**config.mk**
```make
export PLATFORM = sky130hd
export DESIGN_NAME = fba_cell
export DESIGN_NICKNAME = d
export VERILOG_FILES = /design/src/rtl/fixed_block_allocator_macros.svh /design/src/rtl/fba_pkg.sv /design/src/rtl/fba_cell.sv
export SDC_FILE = /design/constraint.sdc
export NUM_CORES = 1
export LEC_CHECK = 0
export BUFFER_PORTS_ARGS = -buffer_cell sky130_fd_sc_hd__buf_4
export CAP_MARGIN = 20
export CORE_MARGIN = 2
export CORE_UTILIZATION = 34
export DETAILED_ROUTE_END_ITERATION = 16
export PLACE_DENSITY_LB_ADDON = 0.05
export SYNTH_ARGS = -nofsm -noshare
export SYNTH_HDL_FRONTEND = slang
export SYNTH_SLANG_ARGS = --single-unit
```
**constraint.sdc**
```tcl
create_clock -name clk -period 1.5 [get_ports clk]
set_input_delay 0.375 -clock clk [delete_from_list [all_inputs] [get_ports clk]]
set_output_delay 0.375 -clock clk [all_outputs]
set_load 0.01 [all_outputs]
```
**src/rtl/fixed_block_allocator_macros.svh**
```systemverilog
// ----------------------------------------------------------------------------
// Fixed block allocator assertion macros
// Shared assertion forms, clocked on clk and quiet while rst_n is low.
// ----------------------------------------------------------------------------
`ifndef FIXED_BLOCK_ALLOCATOR_MACROS_SVH
`define FIXED_BLOCK_ALLOCATOR_MACROS_SVH

// same-cycle implication
`define FBA_ASSERT_NOW(lbl, ante, cons, msg) \
  lbl: assert property (@(posedge clk) disable iff (!rst_n) (ante) |-> (cons)) else $error(msg);

// next-cycle implication
`define FBA_ASSERT_NEXT(lbl, ante, cons, msg) \
  lbl: assert property (@(posedge clk) disable iff (!rst_n) (ante) |=> (cons)) else $error(msg);

`endif

```
**src/rtl/fba_pkg.sv**
```systemverilog
// ----------------------------------------------------------------------------
// Fixed block allocator package
// Pool geometry, status codes, item structs and cell control struct.
// ----------------------------------------------------------------------------
package fba_pkg;

  localparam int INDEX_BITS = 8;
  localparam int NUM_BLOCKS = 1 << INDEX_BITS;
  localparam int COUNT_W    = INDEX_BITS + 1;

  typedef logic [INDEX_BITS-1:0] idx_t;
  typedef logic [COUNT_W-1:0]    count_t;

  localparam logic OP_ALLOC = 1'b0;
  localparam logic OP_FREE  = 1'b1;

  localparam logic [2:0] ST_OK         = 3'd0;
  localparam logic [2:0] ST_EXHAUSTED  = 3'd1;
  localparam logic [2:0] ST_FOREIGN    = 3'd2;
  localparam logic [2:0] ST_RANGE      = 3'd3;
  localparam logic [2:0] ST_MISALIGNED = 3'd4;
  localparam logic [2:0] ST_DOUBLE     = 3'd5;

  typedef struct packed {
    logic        op;
    logic [31:0] offset;
    logic        same_pool;
  } fba_in_t;

  typedef struct packed {
    logic [2:0]  status;
    logic [31:0] block_offset;
    logic [7:0]  block_index;
  } fba_out_t;

  typedef struct packed {
    logic push;
    logic pop;
    logic map_set;
    logic map_clr;
    idx_t sel;
  } fba_ctl_t;

endpackage

```
**src/rtl/fba_cell.sv**
```systemverilog
// ----------------------------------------------------------------------------
// Fixed block allocator cell
// One slot of the shifting free stack plus the free bit of one block.
// ----------------------------------------------------------------------------
module fba_cell import fba_pkg::*; (
  input  logic     clk,
  input  logic     rst_n,
  input  idx_t     cell_id,
  input  idx_t     rst_entry,
  input  fba_ctl_t ctl,
  input  idx_t     from_up,
  input  idx_t     from_down,
  output idx_t     entry,
  output logic     free_hit
);

  idx_t entry_r, entry_nxt;
  logic map_r, map_nxt;
  logic sel_me;

  assign sel_me = (ctl.sel == cell_id);

  always_comb begin
    entry_nxt = entry_r;
    if (ctl.push) begin
      entry_nxt = from_up;
    end else if (ctl.pop) begin
      entry_nxt = from_down;
    end
  end

  always_comb begin
    map_nxt = map_r;
    if (ctl.map_set && sel_me) begin
      map_nxt = 1'b1;
    end else if (ctl.map_clr && sel_me) begin
      map_nxt = 1'b0;
    end
  end

  always_ff @(posedge clk) begin
    if (!rst_n) begin
      entry_r <= rst_entry;
      map_r   <= 1'b1;
    end else begin
      entry_r <= entry_nxt;
      map_r   <= map_nxt;
    end
  end

  assign entry    = entry_r;
  assign free_hit = map_r & sel_me;

endmodule

```
* Yosys cells after proc, flatten, opt, wreduce, memory -nomap -nowiden
Index checks and enable logic that the tools add are counted.
** Operators by class
- Reduce and logical (&&, ||, !) cells :: 3
- Muxes and demuxes :: 3
- Equality and inequality tests :: 2
- Bitwise logic cells :: 2
** Operators by type and width (count)
- $mux 8 :: 3
- $eq 8x8->1 :: 1
- $ne 3x1->1 const B :: 1
- $logic_and 1x1->1 :: 2
- $reduce_or 2->1 :: 1
- $and 1x1->1 :: 1
- $not 1->1 :: 1
** Storage, ports and cells
- Output and inout bits :: 9
- Register bits after elaboration :: 9
- Word-level logic and storage cells :: 12
- Bits of input ports :: 46

* Longest topological paths before layout
Gate-level depths: netlist (run 1).
- Depth in word-level cells :: 3
- Mapped depth :: 4

* Worst setup path after synthesis (run 1)
OpenSTA, ideal clock, no wires.
- Path kind :: input to output
- From :: in cell_id[6]
- To :: out free_hit
- Buffers on the path :: 0
- Arrival :: 963 ps
- Data required time :: 1125 ps
- Slack :: 162 ps
- Stages :: 3
- Path through :: xnor2_1 nand4_1 nor3_1
** Between the ends
- Word-level cells in the longest chain between the ends :: 2
** RTL lines
- start: declaration :: RTL line fba_cell.sv:8 : input idx_t cell_id,
- $eq 8x8->1 :: RTL line fba_cell.sv:21 : assign sel_me = (ctl.sel == cell_id);
- $and 1x1->1 :: RTL line fba_cell.sv:52 : assign free_hit = map_r & sel_me;
- end: declaration :: RTL line fba_cell.sv:14 : output logic free_hit
Every way passes these cells.

* Worst setup path after layout (run 1)
- From :: in ctl[4] in the netlist's numbering
- To :: out free_hit
** Between the ends
- Word-level cells in the longest chain between the ends :: 2
** RTL lines
- start: declaration :: RTL line fba_cell.sv:10 : input fba_ctl_t ctl,
- $eq 8x8->1 :: RTL line fba_cell.sv:21
- $and 1x1->1 :: RTL line fba_cell.sv:52
Every way passes these cells.

==> results of run 1 <==
[sequential cells by signal (all words and copies together), names as in the netlist]
name and flops:
map_r 1, entry 8
[kinds of logic (layout without fill, tap and decap cells)]
kind of cell / count (synthesis) / after routing / synth area share
and+or+nand+nor: 13 / 13 / 0.100
AOI/OAI and AO/OA: 10 / 10 / 0.103
DFF: 9 / 9 / 0.475
xor gates and xnor gates: 8 / 8 / 0.128
muxes: 8 / 8 / 0.146
buffers and inverters: 6 / 63 / 0.0479
[area by class of cell]
cell class,instances,area (um2)
clock buffer,3,22.5
sequential,9,260
timing repair buffer,56,439
fill,127,452
multi-input combinational,39,297
clock inverter,1,5.00
tap,16,20.0
inverter,3,11.3
[routing by layer]
layer	global-route usage	vias up
met5	0	-
met4	0.109	0
met3	0.0490	2
met2	0.279	36
met1	0.179	265
li1	-	306
[synthesized netlist by cell type]
cell type / count / share of area
sky130_fd_sc_hd__mux2i_1: 8 / 0.15
sky130_fd_sc_hd__o31ai_1: 1 / 0.014
sky130_fd_sc_hd__o311ai_1: 1 / 0.016
sky130_fd_sc_hd__nand2_1: 1 / 0.0068
sky130_fd_sc_hd__dfxtp_1: 1 / 0.037
sky130_fd_sc_hd__nand4_1: 2 / 0.023
sky130_fd_sc_hd__inv_1: 3 / 0.021
sky130_fd_sc_hd__nor3_1: 1 / 0.0091
sky130_fd_sc_hd__edfxtp_1: 8 / 0.44
sky130_fd_sc_hd__a21oi_1: 8 / 0.073
sky130_fd_sc_hd__buf_2: 3 / 0.027
sky130_fd_sc_hd__xnor2_1: 8 / 0.13
sky130_fd_sc_hd__nor2_1: 9 / 0.062
[metrics by stage]
stage | util | hold slack, ps
floorplan | - | 463
finish | 0.700 | 401
CTS | 0.664 | 392
global route | 0.700 | 404
detailed placement | 0.646 | 494
global placement | 0.646 | 477
[power by group through the flow]
| stage | sequential (uW) | combinational (uW) | clock (uW) |
|---|---|---|---|
| after floorplan | 329 | 64.3 | 0 |
| after global placement | 314 | 214 | 0 |
| after detailed placement | 316 | 219 | 0 |
| after CTS | 311 | 220 | 193 |
| after global routing | 313 | 253 | 206 |
| final | 310 | 233 | 185 |
[worst paths after layout]
kind               start  depth (start not counted)  slack (ps)        to
setup / recovery  ctl[4]                          5          30  free_hit
hold reg to reg    map_r                          2         500     map_r
hold / removal     rst_n                          2         400     map_r
setup reg to reg   map_r                          2         890     map_r
[critical path: stages]
cell	delay [ps]
sky130_fd_sc_hd__buf_6	100
sky130_fd_sc_hd__xnor2_2	150
sky130_fd_sc_hd__nand4_1	140
sky130_fd_sc_hd__nor3_2	200
sky130_fd_sc_hd__buf_4	140
==> results.txt, run 1 <==
Result of the run = finished clean
Horizontal die dimension = 44.1 um
Root buffer selected by CTS = sky130_fd_sc_hd__clkbuf_4
Clock latency reported for the late side of the worst-skew pair = 260 ps
MaxCap Viol Count = 0
Netlist area before placement = 548 um2
Switching power share of the total = 0.242
Final worst clock skew = 0 ps
Final hold vios = 0
Type of element capturing the critical path = output pin
Global-route wire length before repair = 2280 um
Final Total Pwr = 728 uW
Number of slew-limit violations in the final report = 0
Vias in the first global route = 607
Core ar. = 1510 um2
Wirelength, routed = 1470 um
Synthesis-stage register bit count = 9
Cell-internal power = 552 uW
Met1 wire length = 518 um
Clock slew seen by the registers of the worst setup and hold paths = 70 ps
Setup violators final = 0
Share of the clock period used by the worst path after layout = 0.981
Drt first-iter violations = 7
Number of cells after detailed placement = 123
Tmin final = 1470 ps
Net switching power = 176 uW
Average wire length per cell after detail routing = 11.6 um
Least setup slack across all paths after layout = 27.8 ps
Commonest non-fill, non-tap cell in the layout = sky130_fd_sc_hd__buf_4
Post-route antenna net violation count = 0
Max layer used = met4
Htree depth = 1
Number of cells produced by synthesis = 54
Met2 wirelength from detailed routing = 771 um
Number of post-CTS setup repair buffers = 0
Count of yosys warnings during synthesis = 0
Maximum VDD drop = 0.414 mV
TritonCTS Sinks = 9
Highest-count cells in the layout ignoring fill and taps = sky130_fd_sc_hd__buf_4, sky130_fd_sc_hd__nor2_1, sky130_fd_sc_hd__mux2i_1, sky130_fd_sc_hd__a21oi_1, sky130_fd_sc_hd__edfxtp_1
Pre-CTS WS = 20.6 ps
Met3 Wirelength = 171 um
Y dimension of the die = 44.1 um
Maximum number of pins on one net before global-route repair = 19
Critical path fanouts, max = 2
Max_slew headroom = 0.769
Cell row count = 14
Number of clock buffers inserted by TritonCTS = 3
Type of origin of the critical path = primary input
Maximum clock rate = 0.679 GHz
Routed via count = 609
Arrival @ worst endpoint = 1100 ps
Placement-stage cell area = 973 um2
Fraction of layout cells with a size suffix above 1 = 0.586
Iteration count of the initial detailed-routing pass = 4
Clock tree from TritonCTS = built
Unrepaired setup endpoints after global routing = true
Count of unique library cells instantiated by Yosys = 13
Setup total negative slack = 0 ps
Final weighted congestion in routability-driven placement = 0.636
Fraction of power consumed by combinational cells = 0.320
Post-route DRC = 0
Vias per std cell = 4.80
Post-synthesis sequential area ratio = 0.475
Worst setup path class = primary input to output pin
Sequential group share of total power = 0.426
Starting utilization of the core area = 0.364
Ratio of total power to cell area = 690 nW/um2
Number of nets produced by synthesis = 100
Avg Synthesized Cell Area = 10.1 um2
Total of hold buffers inserted after clock tree synthesis = 0
IO Pins = 55
Largest buffer count on any clock path = 2
Summed area of non-filler cells in the final layout = 1050 um2
Tightest Hold Check Type = primary input to register
Area growth from synthesis to layout = 92.5%
Fraction of power consumed by the clock network = 0.254
Residual overflow from global routing = 0
GRT Overall Usage = 0.166
Diodes inserted = 0
Non-filler instance count after layout = 127
Final Net Count = 158
CTS resizes = 0
Port Buffers = 54
Initial antenna violation count = 0
Transition time of the tightest slew-check pin = 346 ps
Cell leakage power = 0.000523 uW
CP Data Required Time = 1120 ps
Full die area = 1950 um2
(Power assumes the default switching activity.)
==> run 2, diff against run 1 <==
--- a/config.mk
+++ b/config.mk
@@ -5,7 +5,7 @@
 export SDC_FILE = /design/constraint.sdc
 export NUM_CORES = 1
 export LEC_CHECK = 0
-export BUFFER_PORTS_ARGS = -buffer_cell sky130_fd_sc_hd__buf_4
+export BUFFER_PORTS_ARGS = -buffer_cell sky130_fd_sc_hd__clkbuf_2
 export CAP_MARGIN = 20
 export CORE_MARGIN = 2
 export CORE_UTILIZATION = 34
==> results.txt, run 2 (synthesized netlist as in run 1, its figures left out) <==
Result of the run = finished clean
Number of slew-limit violations in the final report = 0
CP startpoint = cell_id[4]
Type of element capturing the critical path = output pin
Terminus of the critical flop-to-flop path = map_r
MaxCap Viol Count = 0
Tmin final = 1450 ps
Transition time of the tightest slew-check pin = 344 ps
Post-route DRC = 0
Worst setup path endpoint = free_hit
Clock slew seen by the registers of the worst setup and hold paths = 60 ps
Maximum clock rate = 0.688 GHz
Core Util, Final = 0.616
Slowest stage delay, CP = 180 ps
Fraction of layout cells with a size suffix above 1 = 0.575
Port Buffers = 54
Largest buffer count on any clock path = 2
Placement-stage cell area = 866 um2
Diodes inserted = 0
Initial antenna violation count = 0
Number of post-CTS setup repair buffers = 0
Maximum number of pins on one net before global-route repair = 11
FF-to-FF Start = map_r
Summed area of non-filler cells in the final layout = 928 um2
Unrepaired setup endpoints after global routing = true
CP Data Required Time = 1120 ps
GRT Overall Usage = 0.142
Residual overflow from global routing = 0
Clock latency reported for the late side of the worst-skew pair = 250 ps
GRT Max-Usage Layer = met2
TritonCTS Sinks = 9
Max_slew headroom = 0.770
Ratio of total power to cell area = 731 nW/um2
Root buffer selected by CTS = sky130_fd_sc_hd__clkbuf_4
Horizontal die dimension = 44.1 um
Maximum VDD drop = 0.336 mV
Setup total negative slack = 0 ps
Cell leakage power = 0.000494 uW
Highest-count cells in the layout ignoring fill and taps = sky130_fd_sc_hd__clkbuf_2, sky130_fd_sc_hd__nor2_1, sky130_fd_sc_hd__mux2i_1, sky130_fd_sc_hd__a21oi_1, sky130_fd_sc_hd__edfxtp_1
Register-to-register path setup slack = 880 ps
Starting utilization of the core area = 0.364
IO Pins = 55
Critical path fanouts, max = 2
Worst setup path class = primary input to output pin
Post-DP HPWL = 1110 um
Worst hold margin = 380 ps
Type of origin of the critical path = primary input
Cell row count = 14
Met1 Use GR = 0.163
CP max-delay cell = sky130_fd_sc_hd__nor3_1
Arrival @ worst endpoint = 1080 ps
Area growth from synthesis to layout = 69.4%
Final weighted congestion in routability-driven placement = 0.658
Met2 Track Usage GR = 0.232
Number of clock buffers inserted by TritonCTS = 3
Htree depth = 1
Cells on worst reg2reg path = 2
Global routing usage on met3 = 0.0367
Final worst clock skew = 0 ps
Core ar. = 1510 um2
Vias in the first global route = 528
Y dimension of the die = 44.1 um
Clock tree from TritonCTS = built
Final Net Count = 160
Number of cells after detailed placement = 125
Drt first-iter violations = 0
Final hold vios = 0
Share of the clock period used by the worst path after layout = 0.969
Tightest Hold Check Type = primary input to register
Wirelength, routed = 1290 um
Setup violators final = 0
Non-filler instance count after layout = 129
Sequence of cells on the critical path = clkbuf_2, xnor2_2, nand4_1, nor3_1, buf_2
Vias per std cell = 4.56
Post-route antenna net violation count = 0
Filler Cells Inserted = 136
Routed via count = 588
Commonest non-fill, non-tap cell in the layout = sky130_fd_sc_hd__clkbuf_2
Iteration count of the initial detailed-routing pass = 1
Global-route wire length before repair = 1980 um
Full die area = 1950 um2
Max reg flops = 8
Average wire length per cell after detail routing = 9.98 um
-- run 2: cell count changes in the layout (fill, tap and decap cells not counted), sizes merged --
| cell | delta |
|---|---|
| clkbuf | +51 |
| buf | -49 |
-- run 2: worst min path at each step --
stage / startpoint / end / slack (ps) / depth (start not counted)
2_1_floorplan: map_r / map_r / 460 / 2
3_3_place_gp: map_r / map_r / 470 / 2
3_5_place_dp: map_r / map_r / 490 / 2
4_1_cts: ctl[9] / map_r / 370 / 3
5_1_grt: ctl[9] / map_r / 380 / 3
6_report: ctl[9] / map_r / 380 / 3
-- run 2: worst max-delay path: cells and delay by family --
family	cells	cell delay, ps
xor gates and xnor gates	1	150
and+or+nand+nor	2	300
buffers and inverters	2	250
-- run 2: power by group --
group	switching (uW)	internal (uW)	total, uW
registers	6.77	302	309
clock network	83.7	98.2	182
logic	78.7	109	188
total	169	509	679
-- run 2: metal layers --
metal  share of wire  vias up
met5               0        -
met4          0.0070        0
met2            0.49       36
met3            0.12        2
li1                -      310
met1            0.38      240
-- run 2: area by class of cell --
cell class                 count  area [um2]  area share
multi-input combinational     39         284       0.306
timing repair buffer          58         325       0.350
clock inverter                 1        5.00     0.00539
tap                           16        20.0      0.0216
clock buffer                   3        22.5      0.0243
inverter                       3        11.3      0.0121
sequential                     9         260       0.280
-- run 2: repair_timing --
action / 4_1_cts / 5_1_grt
setup endpoints to repair: 0 / 1
endpoints found under the hold margin: 0 / 0
gates resized for setup: 0 / 7
hold buffers: 0 / 0
-- run 2: through the flow --
| step | total power [uW] | setup slack, ps |
|---|---|---|
| global placement | 490 | 52.8 |
| floorplan | 393 | 162 |
| detailed placement | 495 | 18.6 |
| CTS | 678 | 15.2 |
| global route | 718 | -19.0 |
| finish | 679 | 46.4 |
